## config.mk

```make
export PLATFORM = sky130hd
export DESIGN_NAME = exponential_backoff_with_jitter
export DESIGN_NICKNAME = d
export VERILOG_FILES = /design/src/bkj_pkg.sv /design/src/bkj_mul.sv /design/src/bkj_rem.sv /design/src/exponential_backoff_with_jitter.sv
export SDC_FILE = /design/constraint.sdc
export NUM_CORES = 2
export LEC_CHECK = 0
export BUFFER_PORTS_ARGS = -buffer_cell sky130_fd_sc_hd__buf_2
export CAP_MARGIN = 20
export CORE_MARGIN = 2
export CORE_UTILIZATION = 57
export CTS_BUF_LIST = sky130_fd_sc_hd__clkbuf_4
export DETAILED_ROUTE_END_ITERATION = 16
export PLACE_DENSITY_LB_ADDON = 0.3
export REMOVE_ABC_BUFFERS = 1
export SLEW_MARGIN = 40
export SYNTH_ARGS = -nofsm -noshare
export SYNTH_HDL_FRONTEND = slang
export SYNTH_SLANG_ARGS = --single-unit
```

## constraint.sdc

```tcl
create_clock -name clk -period 8.8 [get_ports clk]
set_clock_uncertainty 0.05 [all_clocks]
set_input_delay 0.44 -clock clk [delete_from_list [all_inputs] [get_ports clk]]
set_output_delay 0.44 -clock clk [all_outputs]
set_load 0.02 [all_outputs]
```

## src/bkj_pkg.sv

```systemverilog
// Shared types, constants and register map of the backoff engine.
package bkj_pkg;

  localparam int DELAY_W  = 22;
  localparam int GROWTH_W = 10;
  localparam int JITTER_W = 7;
  localparam int COUNT_W  = 32;
  localparam int SEED_W   = 32;
  localparam int OP_W     = 2;
  localparam int SPAN_W   = JITTER_W + 1;
  localparam int MUL_W    = 32;
  localparam int PROD_W   = 2 * MUL_W;
  localparam int ADDR_W   = 5;
  localparam int DATA_W   = 32;

  // floor(x / 100) for any 32-bit x is (x * DIV100_RECIP) >> DIV100_SHIFT.
  localparam logic [MUL_W-1:0] DIV100_RECIP = 32'd1374389535;
  localparam int               DIV100_SHIFT = 37;

  localparam logic [DELAY_W-1:0]  INITIAL_RST = 22'd1000;
  localparam logic [DELAY_W-1:0]  MAX_RST     = 22'd30000;
  localparam logic [GROWTH_W-1:0] GROWTH_RST  = 10'd200;
  localparam logic [JITTER_W-1:0] JITTER_RST  = 7'd10;
  localparam logic [COUNT_W-1:0]  LIMIT_RST   = 32'd0;

  typedef enum logic [OP_W-1:0] {
    OP_QUERY     = 2'd0,
    OP_FAILURE   = 2'd1,
    OP_SUCCESS   = 2'd2,
    OP_RECOMPUTE = 2'd3
  } op_t;

  // Register index, taken from paddr[4:2].
  localparam logic [2:0] REG_INITIAL = 3'd0;
  localparam logic [2:0] REG_MAX     = 3'd1;
  localparam logic [2:0] REG_GROWTH  = 3'd2;
  localparam logic [2:0] REG_JITTER  = 3'd3;
  localparam logic [2:0] REG_LIMIT   = 3'd4;

  typedef enum logic [9:0] {
    ST_IDLE   = 10'b00_0000_0001,
    ST_CHK    = 10'b00_0000_0010,
    ST_GROW   = 10'b00_0000_0100,
    ST_SCALE  = 10'b00_0000_1000,
    ST_NEXT   = 10'b00_0001_0000,
    ST_JSTART = 10'b00_0010_0000,
    ST_JMOD   = 10'b00_0100_0000,
    ST_JMUL   = 10'b00_1000_0000,
    ST_JDIV   = 10'b01_0000_0000,
    ST_OUT    = 10'b10_0000_0000
  } state_t;

endpackage

```

## src/bkj_mul.sv

```systemverilog
// Shared 32 by 32 multiplier with a registered product.
module bkj_mul (
  input  logic                      clk,
  input  logic [bkj_pkg::MUL_W-1:0]  a,
  input  logic [bkj_pkg::MUL_W-1:0]  b,
  output logic [bkj_pkg::PROD_W-1:0] p_r
);
  import bkj_pkg::*;

  logic [PROD_W-1:0] p_nxt;

  assign p_nxt = {{MUL_W{1'b0}}, a} * {{MUL_W{1'b0}}, b};

  always_ff @(posedge clk) begin
    p_r <= p_nxt;
  end

endmodule

```

## src/bkj_rem.sv

```systemverilog
// Bit-serial restoring remainder of a 32-bit word by an 8-bit divisor.
module bkj_rem (
  input  logic                       clk,
  input  logic                       rst_n,
  input  logic                       start,
  input  logic [bkj_pkg::SEED_W-1:0] dividend,
  input  logic [bkj_pkg::SPAN_W-1:0] divisor,
  output logic                       done_r,
  output logic [bkj_pkg::SPAN_W-1:0] rem_r
);
  import bkj_pkg::*;

  localparam int CNT_W = $clog2(SEED_W);

  logic              busy_r, busy_nxt;
  logic              done_nxt;
  logic [CNT_W-1:0]  cnt_r, cnt_nxt;
  logic [SEED_W-1:0] word_r, word_nxt;
  logic [SPAN_W-1:0] div_r, div_nxt;
  logic [SPAN_W-1:0] rem_nxt;
  logic [SPAN_W:0]   trial;

  assign trial = {rem_r, word_r[SEED_W-1]};

  always_comb begin
    busy_nxt = busy_r;
    done_nxt = 1'b0;
    cnt_nxt  = cnt_r;
    word_nxt = word_r;
    div_nxt  = div_r;
    rem_nxt  = rem_r;
    if (start) begin
      busy_nxt = 1'b1;
      cnt_nxt  = '0;
      word_nxt = dividend;
      div_nxt  = divisor;
      rem_nxt  = '0;
    end else if (busy_r) begin
      // The partial remainder stays below the divisor, so one subtract suffices.
      if (trial >= {1'b0, div_r}) begin
        rem_nxt = SPAN_W'(trial - {1'b0, div_r});
      end else begin
        rem_nxt = trial[SPAN_W-1:0];
      end
      word_nxt = {word_r[SEED_W-2:0], 1'b0};
      cnt_nxt  = cnt_r + 1'b1;
      if (cnt_r == CNT_W'(SEED_W - 1)) begin
        busy_nxt = 1'b0;
        done_nxt = 1'b1;
      end
    end
  end

  always_ff @(posedge clk) begin
    if (!rst_n) begin
      busy_r <= 1'b0;
      done_r <= 1'b0;
      cnt_r  <= '0;
    end else begin
      busy_r <= busy_nxt;
      done_r <= done_nxt;
      cnt_r  <= cnt_nxt;
    end
    word_r <= word_nxt;
    div_r  <= div_nxt;
    rem_r  <= rem_nxt;
  end

endmodule

```

## src/exponential_backoff_with_jitter.sv

```systemverilog
// Top level of the reconnect backoff engine: registers, sequencer and result stage.
//
// Each input transfer (tuser = opcode, tdata = seed) yields exactly one result
// transfer. For a query, the jitter offset comes from a bit-serial remainder
// unit, followed by two passes through the shared multiplier; with jitter
// disabled both are skipped. Failure, success and recompute first rebuild the
// base delay; every growth step makes two passes through the shared multiplier
// (one multiply for the clamp test, one reciprocal multiply for the divide by
// 100), and the number of steps is the retry count or fewer, because the walk
// ends at the clamp or once the delay stops changing (at most about 1200 steps
// for any register setting). The block takes one item at a time; in_tready
// rises in the cycle the result becomes valid, and a finished result waits in
// the output register while the next item is accepted.
module exponential_backoff_with_jitter (
  input  logic        clk,
  input  logic        rst_n,
  // Input stream.
  input  logic        in_tvalid,
  output logic        in_tready,
  input  logic [31:0] in_tdata,   // [31:0] seed
  input  logic [1:0]  in_tuser,   // [1:0] opcode
  // Result stream.
  output logic        out_tvalid,
  input  logic        out_tready,
  output logic [47:0] out_tdata,  // [21:0] backoff_ms, [43:22] jittered_delay,
                                  // [44] retry_denied, [47:45] zero
  // Configuration port.
  input  logic        cfg_psel,
  input  logic        cfg_penable,
  input  logic        cfg_pwrite,
  input  logic [4:0]  cfg_paddr,
  input  logic [31:0] cfg_pwdata,
  output logic [31:0] cfg_prdata,
  output logic        cfg_pready
);
  import bkj_pkg::*;

  // Configuration registers.
  logic [DELAY_W-1:0]  initial_r;
  logic [DELAY_W-1:0]  max_r;
  logic [GROWTH_W-1:0] growth_r;
  logic [JITTER_W-1:0] jitter_r;
  logic [COUNT_W-1:0]  limit_r;
  logic [2:0]          reg_idx;
  logic                cfg_wr;

  // Engine state.
  state_t              state_r, state_nxt;
  logic [COUNT_W-1:0]  count_r, count_nxt;
  logic [DELAY_W-1:0]  cur_r, cur_nxt;
  logic [DELAY_W-1:0]  d_r, d_nxt;
  logic [COUNT_W-1:0]  step_r, step_nxt;
  logic [MUL_W-1:0]    dg_r, dg_nxt;
  logic [SEED_W-1:0]   seed_r, seed_nxt;
  logic [DELAY_W-1:0]  jit_r, jit_nxt;

  // Result register.
  logic                ovalid_r, ovalid_nxt;
  logic [DELAY_W-1:0]  obase_r, obase_nxt;
  logic [DELAY_W-1:0]  ojit_r, ojit_nxt;
  logic                odeny_r, odeny_nxt;

  // Shared units.
  logic [MUL_W-1:0]    mul_a, mul_b;
  logic [PROD_W-1:0]   prod;
  logic                rem_start;
  logic                rem_done;
  logic [SPAN_W-1:0]   rem_val;
  logic [SEED_W-1:0]   hash;
  logic [SPAN_W-1:0]   span;

  logic                in_xfer;
  logic [28:0]         max_x100;
  logic [26:0]         quot;
  logic [SPAN_W+1:0]   fsum;
  logic [SPAN_W-1:0]   factor;
  logic                factor_pos;

  // ---------------------------------------------------------------- config
  assign reg_idx    = cfg_paddr[4:2];
  assign cfg_wr     = cfg_psel & cfg_penable & cfg_pwrite & cfg_pready;
  assign cfg_pready = 1'b1;

  always_ff @(posedge clk) begin
    if (!rst_n) begin
      initial_r <= INITIAL_RST;
      max_r     <= MAX_RST;
      growth_r  <= GROWTH_RST;
      jitter_r  <= JITTER_RST;
      limit_r   <= LIMIT_RST;
    end else if (cfg_wr) begin
      unique case (reg_idx)
        REG_INITIAL: initial_r <= cfg_pwdata[DELAY_W-1:0];
        REG_MAX:     max_r     <= cfg_pwdata[DELAY_W-1:0];
        REG_GROWTH:  growth_r  <= cfg_pwdata[GROWTH_W-1:0];
        REG_JITTER:  jitter_r  <= cfg_pwdata[JITTER_W-1:0];
        REG_LIMIT:   limit_r   <= cfg_pwdata;
        default: ;
      endcase
    end
  end

  always_comb begin
    unique case (reg_idx)
      REG_INITIAL: cfg_prdata = {{(DATA_W-DELAY_W){1'b0}}, initial_r};
      REG_MAX:     cfg_prdata = {{(DATA_W-DELAY_W){1'b0}}, max_r};
      REG_GROWTH:  cfg_prdata = {{(DATA_W-GROWTH_W){1'b0}}, growth_r};
      REG_JITTER:  cfg_prdata = {{(DATA_W-JITTER_W){1'b0}}, jitter_r};
      REG_LIMIT:   cfg_prdata = limit_r;
      default:     cfg_prdata = '0;
    endcase
  end

  // ---------------------------------------------------------------- units
  bkj_mul u_mul (
    .clk (clk),
    .a   (mul_a),
    .b   (mul_b),
    .p_r (prod)
  );

  // Xorshift of the seed, taken fresh from the stored seed.
  always_comb begin
    hash = seed_r;
    hash = hash ^ {hash[SEED_W-14:0], 13'b0};
    hash = hash ^ {17'b0, hash[SEED_W-1:17]};
    hash = hash ^ {hash[SEED_W-6:0], 5'b0};
  end

  assign span = {jitter_r, 1'b1};

  bkj_rem u_rem (
    .clk      (clk),
    .rst_n    (rst_n),
    .start    (rem_start),
    .dividend (hash),
    .divisor  (span),
    .done_r   (rem_done),
    .rem_r    (rem_val)
  );

  // ---------------------------------------------------------------- datapath
  assign in_tready = (state_r == ST_IDLE);
  assign in_xfer   = in_tvalid & in_tready;

  // The clamp test d >= floor(max*100/g) is done as (d+1)*g > max*100.
  assign max_x100 = {1'b0, max_r, 6'b0} + {2'b0, max_r, 5'b0} + {5'b0, max_r, 2'b0};
  assign quot     = prod[DIV100_SHIFT+26:DIV100_SHIFT];

  // Jitter factor 100 + offset, where offset = remainder - jitter percent.
  assign fsum       = (SPAN_W+2)'(100) + {2'b0, rem_val};
  assign factor_pos = fsum > {3'b0, jitter_r};
  assign factor     = SPAN_W'(fsum - {3'b0, jitter_r});

  always_comb begin
    state_nxt = state_r;
    count_nxt = count_r;
    cur_nxt   = cur_r;
    d_nxt     = d_r;
    step_nxt  = step_r;
    dg_nxt    = dg_r;
    seed_nxt  = seed_r;
    jit_nxt   = jit_r;
    mul_a     = '0;
    mul_b     = '0;
    rem_start = 1'b0;
    ovalid_nxt = ovalid_r & ~out_tready;
    obase_nxt  = obase_r;
    ojit_nxt   = ojit_r;
    odeny_nxt  = odeny_r;

    unique case (state_r)
      ST_IDLE: begin
        if (in_xfer) begin
          seed_nxt = in_tdata;
          step_nxt = '0;
          d_nxt    = initial_r;
          unique case (op_t'(in_tuser))
            OP_QUERY: begin
              d_nxt     = cur_r;
              state_nxt = ST_JSTART;
            end
            OP_FAILURE: begin
              if (count_r != '1) begin
                count_nxt = count_r + 1'b1;
              end
              state_nxt = ST_CHK;
            end
            OP_SUCCESS: begin
              count_nxt = '0;
              state_nxt = ST_CHK;
            end
            OP_RECOMPUTE: state_nxt = ST_CHK;
            default: state_nxt = ST_CHK;
          endcase
        end
      end
      ST_CHK: begin
        if (step_r == count_r) begin
          state_nxt = ST_JSTART;
        end else begin
          mul_a     = {{(MUL_W-DELAY_W-1){1'b0}}, {1'b0, d_r} + 1'b1};
          mul_b     = {{(MUL_W-GROWTH_W){1'b0}}, growth_r};
          state_nxt = ST_GROW;
        end
      end
      ST_GROW: begin
        if ((growth_r != '0) && (prod[MUL_W-1:0] > {3'b0, max_x100})) begin
          d_nxt     = max_r;
          state_nxt = ST_JSTART;
        end else begin
          dg_nxt    = prod[MUL_W-1:0] - {{(MUL_W-GROWTH_W){1'b0}}, growth_r};
          state_nxt = ST_SCALE;
        end
      end
      ST_SCALE: begin
        mul_a     = dg_r;
        mul_b     = DIV100_RECIP;
        state_nxt = ST_NEXT;
      end
      ST_NEXT: begin
        if (quot > {5'b0, max_r}) begin
          d_nxt     = max_r;
          state_nxt = ST_JSTART;
        end else if (quot == {5'b0, d_r}) begin
          state_nxt = ST_JSTART;
        end else begin
          d_nxt     = quot[DELAY_W-1:0];
          step_nxt  = step_r + 1'b1;
          state_nxt = ST_CHK;
        end
      end
      ST_JSTART: begin
        cur_nxt = d_r;
        if (jitter_r == '0) begin
          jit_nxt   = d_r;
          state_nxt = ST_OUT;
        end else begin
          rem_start = 1'b1;
          state_nxt = ST_JMOD;
        end
      end
      ST_JMOD: begin
        if (rem_done) begin
          if (factor_pos) begin
            mul_a     = {{(MUL_W-DELAY_W){1'b0}}, d_r};
            mul_b     = {{(MUL_W-SPAN_W){1'b0}}, factor};
            state_nxt = ST_JMUL;
          end else begin
            // A non-positive factor floors to 1, then the upper clamp applies.
            jit_nxt   = (max_r == '0) ? '0 : DELAY_W'(1);
            state_nxt = ST_OUT;
          end
        end
      end
      ST_JMUL: begin
        mul_a     = prod[MUL_W-1:0];
        mul_b     = DIV100_RECIP;
        state_nxt = ST_JDIV;
      end
      ST_JDIV: begin
        if (quot > {5'b0, max_r}) begin
          jit_nxt = max_r;
        end else if (quot == '0) begin
          jit_nxt = (max_r == '0) ? '0 : DELAY_W'(1);
        end else begin
          jit_nxt = quot[DELAY_W-1:0];
        end
        state_nxt = ST_OUT;
      end
      ST_OUT: begin
        if (!ovalid_r || out_tready) begin
          ovalid_nxt = 1'b1;
          obase_nxt  = cur_r;
          ojit_nxt   = jit_r;
          odeny_nxt  = (limit_r != '0) && (count_r >= limit_r);
          state_nxt  = ST_IDLE;
        end
      end
      default: state_nxt = ST_IDLE;
    endcase
  end

  always_ff @(posedge clk) begin
    if (!rst_n) begin
      state_r  <= ST_IDLE;
      count_r  <= '0;
      cur_r    <= INITIAL_RST;
      ovalid_r <= 1'b0;
    end else begin
      state_r  <= state_nxt;
      count_r  <= count_nxt;
      cur_r    <= cur_nxt;
      ovalid_r <= ovalid_nxt;
    end
    d_r     <= d_nxt;
    step_r  <= step_nxt;
    dg_r    <= dg_nxt;
    seed_r  <= seed_nxt;
    jit_r   <= jit_nxt;
    obase_r <= obase_nxt;
    ojit_r  <= ojit_nxt;
    odeny_r <= odeny_nxt;
  end

  assign out_tvalid = ovalid_r;
  assign out_tdata  = {3'b0, odeny_r, ojit_r, obase_r};

endmodule
```

# Word-level counts from Yosys, hierarchy flattened
# Index checks and enable logic that the tools add are counted.
# W data, S select, Z words.
# totals
regBits	461
elab_cells	165
output_inout_bits	83
# op_classes
bitwise_logic	11
addsub	10
n_lt_le_gt_ge	5
multipliers	1
n_mux	50
reduce_logical	33
eq_ne	31
# ops
cell	n
$mux W22	12
$mux W32	6
$pmux W32 S5	1
$pmux W22 S3	2
$pmux W32 S2	2
$pmux W32 S4	1
$pmux W10 S10	1
$pmux W31 S3	1
$add A32 B1 Y32 const B	2
$xor A32 B32 Y32	2
$mul A32 B31 Y63	1
$mux W10	6
$eq A32 B32 Y1	1
$ge A32 B32 Y1	1
$gt A32 B29 Y1	1
$ne A32 B32 Y1 const B	1
$reduce_bool A32 Y1	1
$sub A32 B10 Y32	1
$xor A32 B15 Y32	1
$add A28 B27 Y29	1
$add A29 B24 Y29	1
$eq A27 B22 Y1	1
$gt A27 B22 Y1	1
$logic_not A27 Y1	1
48 further kinds	92

# Logic depth before layout (Yosys ltp)
# depth
word_depth	6
depth_mapped	41
ltp_nobuf	39

# By module
# Synthesis repeated with hierarchy kept, for this count alone.
# unflattened
cells_unflattened	6420
hier_area_um2	59120.5
# by_module_without_submodules
mod	n_inst	seq_area_each_um2	cells_each	area_each_um2
bkj_mul	1	1281.2	3835	34916.0
exponential_backoff_with_jitter	1	8718.4	2366	21491.9
bkj_rem	1	1501.4	219	2712.6

# Least setup slack after synthesis
# OpenSTA, ideal clock, no wires.
# synth_timing
kind	flip-flop to flip-flop
startpoint	register u_rem.rem_r[2] in the netlist's numbering
endpoint	register u_mul.p_r[48] in the netlist's numbering
path_stages_with_launch	36
setup_slack_ns	-0.552
period_less_slack_ns	9.352
t_arrival_ns	9.211
setup_ns	0.091
required_time_ns	8.659
path_cell_list	dfxtp_1 > ha_1 > ha_1 > a21boi_0 > o21ai_0 > a21boi_0 > o2111a_1 > clkbuf_1 > o21ai_0 > o311ai_2 > nor2b_1 > fa_1 > fa_1 > fa_1 > inv_1 > fa_1 > inv_1 > fa_1 > inv_1 > fa_1 > inv_1 > fa_1 > inv_1 > fa_1 > inv_1 > ha_1 > a21oi_1 > o21ai_0 > or3b_1 > nor4bb_1 > or3b_1 > a31o_2 > a2111o_1 > a211oi_1 > nor2_1 > a311oi_1
# synth_between
elab_chain_len	6
elab_cells_between_ends	10
cone_classes	add/sub (2); mul (1); order compare (1); mux (6)
# synth_rtl
item	line	text
start: declaration	bkj_rem.sv:9	output logic [bkj_pkg::SPAN_W-1:0] rem_r
start signal: assignment	bkj_rem.sv:66	rem_r <= rem_nxt;
$add A7 B8 Y9 (*)	exponential_backoff_with_jitter.sv:151	assign fsum = (SPAN_W+2)'(100) + {2'b0, rem_val};
$sub A8 B7 Y8 / $gt A9 B7 Y1 (equally long branches)	exponential_backoff_with_jitter.sv:153, exponential_backoff_with_jitter.sv:152	
$mux W8 / $mux W22 (equally long branches)	exponential_backoff_with_jitter.sv:245	if (factor_pos) begin
$mux W8 / $mux W22 (equally long branches)	exponential_backoff_with_jitter.sv:244	if (rem_done) begin
$pmux W31 S3 / $pmux W32 S4 (equally long branches)	exponential_backoff_with_jitter.sv:172	unique case (state_r)
$mul A32 B31 Y63 (*)	bkj_mul.sv:12	assign p_nxt = {{MUL_W{1'b0}}, a} * {{MUL_W{1'b0}}, b};
net u_mul.p_nxt[48]	bkj_mul.sv:10	logic [PROD_W-1:0] p_nxt;
end signal: assignment	bkj_mul.sv:15	p_r <= p_nxt;
end: declaration	bkj_mul.sv:6	output logic [bkj_pkg::PROD_W-1:0] p_r
# The timed path passes the listed nets; every way through them passes the cells marked *.
# A chain may end at the register's enable or synchronous reset.

# Worst setup path after layout
# layout_timing
startpoint	register jitter_r[1]
endpoint	register u_mul.p_r[60] in the netlist's numbering
# layout_between
elab_chain_len	5
elab_cells_between_ends	9
cone_classes	add/sub (1); mul (1); order compare (1); mux (6)
# layout_rtl
item	line	text
start: declaration	exponential_backoff_with_jitter.sv:42	logic [JITTER_W-1:0] jitter_r;
start signal: assignment	exponential_backoff_with_jitter.sv:96	REG_JITTER: jitter_r <= cfg_pwdata[JITTER_W-1:0];
$sub A8 B7 Y8 / $gt A9 B7 Y1 (equally long branches)	exponential_backoff_with_jitter.sv:153, exponential_backoff_with_jitter.sv:152	
$mux W8 / $mux W22 (equally long branches)	exponential_backoff_with_jitter.sv:245	
$mux W8 / $mux W22 (equally long branches)	exponential_backoff_with_jitter.sv:244	
$pmux W31 S3 / $pmux W32 S4 (equally long branches)	exponential_backoff_with_jitter.sv:172	
$mul A32 B31 Y63 (*)	bkj_mul.sv:12	
net u_mul.p_nxt[60]	bkj_mul.sv:10	
# Marks and branches as above.

==> results by group <==
Floorplanning
  • Die area: 86,480 µm²
  • Core area: 83,420 µm²
  • Initial core utilization: 57.49%
  • Die X: 294.1 µm
  • Site Rows: 106
  • Die H: 294.1 µm
  • I/O pins: 161

Power and ir drop
  • Combinational Power Share: 39.5%
  • Net Sw Power: 2.922 mW
  • Internal power: 4.870 mW
  • P_leak: 28.82 nW
  • Flop pwr share: 35.6%
  • Maximum vdd drop: 0.1174 mV
  • Clk network pwr share: 24.9%
  • PD cells: 134.1 nW/µm²
  • Net Sw Frac: 37.50%

Logic synthesis
  • Post-synthesis adder-cell area fraction: 38.47%
  • Top_reg_cell synth: dfxtp_1
  • Post-Synth Simple-Gate Area: 12.56%
  • Asr flop ratio synth: 0%
  • Largest family of logic cells by synthesized area: adder cells
  • Synth cell count leaders: 817 x inv_1, 568 x fa_1, 566 x ha_1, 551 x nand2_1, 262 x nor2_1
  • Sequential fraction of the synthesis area: 23.67%
  • Largest area contributor in the netlist: fa_1
  • Syn Inst Count: 5,044
  • Yosys warning count: 0
  • Synth top area share: 23.71%
  • Post-synth EDFFs: 224
  • Synth Area in Compound Gates: 10.89%
  • Count leader, synth: inv_1
  • FF+latch count, synth: 455
  • Netlist Area Pre-Place: 47,960 µm²
  • Post-synthesis xor/xnor area fraction: 5.040%
  • Syn Area/Cell: 9.509 µm²
  • Main area contributors after synthesis: fa_1 24%, ha_1 15%, edfxtp_1 14%
  • Netlist cell types: 91
  • Mux contribution to synthesized area: 1.383%

Outcome
  • Violations in the final reports: negative setup slack
  • Status: finished, violations left

Place
  • GPL Wtd Cong: 1.004
  • Dpl hpwl: 124,500 µm
  • Post-DP Area: 53,730 µm²
  • Input/output buffers: 154
  • Pre-CTS WS: -1.134 ns

Critical path
  • Critical path's slowest cell: fa_1
  • Max FO, Critical Path: 5
  • Setup CP Type: flip-flop to flip-flop
  • Reg2reg setup slack: -0.49 ns
  • WP data required: 9.57 ns
  • CP Capture Type: flip-flop
  • CP startpoint kind: flip-flop
  • CP arrival: 10.06 ns
  • Reg2reg end: u_mul.p_r[60]
  • Cell mode on critical path: fa_1
  • Worst r2r src: jitter_r[1]
  • Worst r2r path cells: 37
  • Peak per-stage delay on the critical path: 0.55 ns

CTS
  • Worst-path clk slew: 0.07 ns
  • Clock Latency Late Sink: 0.89 ns
  • Clock root cell: clkbuf_4
  • Htree depth: 3
  • Max clock buf depth: 3
  • CTS tree: built
  • Total CTS buffers: 115
  • CTS sink count: 455

Route
  • Final ANT Viol Nets: 0
  • DRC errors left: 0
  • Via count: 40,720
  • Avg Vias per Cell: 5.811
  • DRT Wirelength: 156,000 µm
  • DR iter-0 viols: 3,923
  • Drt first pass iters: 6
  • Wirelength per Cell: 22.26 µm

Timing
  • Setup TNS: -6.612 ns
  • Worst-Margin Slew: 0.8907 ns
  • Final setup fails: 24
  • Ratio of final minimum period to clock period: 105.5%
  • Unrepaired setup endpoints after global routing: true
  • Post-layout min period: 9.286 ns
  • Fmax: 107.7 MHz
  • Fin. Hold Viols: 0
  • Min setup slack post-route: -0.4864 ns
  • Worst relative slew slack: 40.62%
  • Slew Viols, Final: 0

Hold path
  • Worst hold path depth: 5
  • WHS Endpoint: limit_r[2]
  • HP Class: input pin to flip-flop
  • Worst Hold Launch: cfg_penable

Final layout
  • Final Util: 69.67%
  • Area growth syn-to-layout: 21.18%
  • Share of layout cells above drive strength 1: 20.73%
  • Final Cell Area: 58,120 µm²
  • Final net count: 7,039

GRT
  • GR Overflow Total: 0
  • Number of antenna violations at the first check in global routing: 5
  • Pin count of the biggest net entering global routing: 75
  • First-pass GRT wire length: 238,300 µm
  • Total Routing Usage GR: 36.21%
  • Vias in the first global route: 41,800

Run
  • Max-Cap Viols: 0
## per-stage QoR
stage	cells	total power, mW	hold WS [ns]
finish	7007	7.792	0.1519
global route	7007	8.158	0.1124
CTS	6978	7.610	0.08398
detailed placement	6655	5.504	0.3561
global placement	6654	5.470	0.3530
floorplan	4898	4.250	0.3503
## cells in the final DEF, fill, tap and decap left out, types with 41 or more instances in the layout
cell           netlist  final
a21boi_0            98     96
a21o_1              62     61
a21oi_1            217    187
a22oi_1             62     60
and3_1              52     47
buf_2               12    152
buf_4                9    516
buf_6                1     51
clkbuf_4             0    179
conb_1               2     41
dfxtp_1            231    225
dlygate4sd3_1        0     67
edfxtp_1           224    224
fa_1               568    541
ha_1               566    546
inv_1              817    795
mux2i_1             64     64
nand2_1            551    534
nand3_1            106    100
nand4_1             59     59
nor2_1             262    236
o21ai_0            184    165
xnor2_1            132    128
xor2_1             144    144
## what timing repair did
item	4_1_cts	5_1_grt
hold buffers	67	0
buffers inserted	45	33
gates resized for setup	242	131
hold endpoints to repair	127	0
pin swaps	100	106
setup endpoints to repair	38	38
cloned	2	1
## how the worst max path moves through the flow
stage	cells after the start	start	to	slack, ns
2_1_floorplan	32	state_r[1]	u_mul.p_r[48]	-5.41
3_3_place_gp	34	state_r[7]	u_mul.p_r[55]	-1.02
3_5_place_dp	37	jitter_r[1]	u_mul.p_r[55]	-1.13
4_1_cts	34	state_r[4]	u_mul.p_r[48]	-0.44
5_1_grt	34	state_r[8]	u_mul.p_r[60]	-0.74
6_report	37	jitter_r[1]	u_mul.p_r[60]	-0.49
## area by class of cell
type / count / area (µm²)
Multi-Input combinational cell: 3625 / 34370
Fill cell: 6410 / 25300
Sequential cell: 455 / 11360
Timing Repair Buffer: 812 / 6390
Inverter: 818 / 3070
Tap cell: 1080 / 1351
Clock buffer: 178 / 1336
Clock inverter: 36 / 237.7
Antenna cell: 3 / 7.507
## registers in the layout, summed over array words and instances (netlist names), 32 cells and up
name	count
u_mul.p_r	58
seed_r	32
dg_r	32
step_r	32
u_rem.word_r	32
limit_r	32
count_r	32
## worst max-delay path, delay by kind of cell (launching register included)
family	cells	cell delay, ns
xor gates and xnor gates	1	0.13
DFF	1	0.33
adders and majority gates	10	4.65
and+or+nand+nor	3	0.33
AOI/OAI and AO/OA	14	2.69
buffers and inverters	9	1.06
## power groups by stage
stage | sequential, mW | clock [mW] | combinational (mW)
2_1_floorplan | 2.75 | 0 | 1.50
3_3_place_gp | 2.79 | 0 | 2.68
3_5_place_dp | 2.79 | 0 | 2.71
4_1_cts | 2.75 | 1.95 | 2.91
5_1_grt | 2.78 | 2.07 | 3.31
6_report | 2.78 | 1.94 | 3.08
## routing by layer
layer / up-vias / routed length (µm) / global-route usage (%)
met5: - / 14 / 0
met2: 2026 / 73620 / 59.66
met1: 19930 / 59600 / 45.44
met4: 2 / 9346 / 18.99
li1: 18280 / - / -
met3: 480 / 13400 / 6.677
## kinds of logic (layout without fill, tap and decap cells)
| kind of cell | Yosys count | after routing |
|---|---|---|
| simple gates | 1297 | 1297 |
| other cells | 2 | 44 |
| mux | 66 | 66 |
| fa+ha+maj | 1134 | 1134 |
| flops | 455 | 455 |
| compound gates | 811 | 811 |
| buf+inv | 1003 | 1844 |
| xor+xnor | 276 | 276 |
Note: power is estimated with default switching activity, not from simulation.
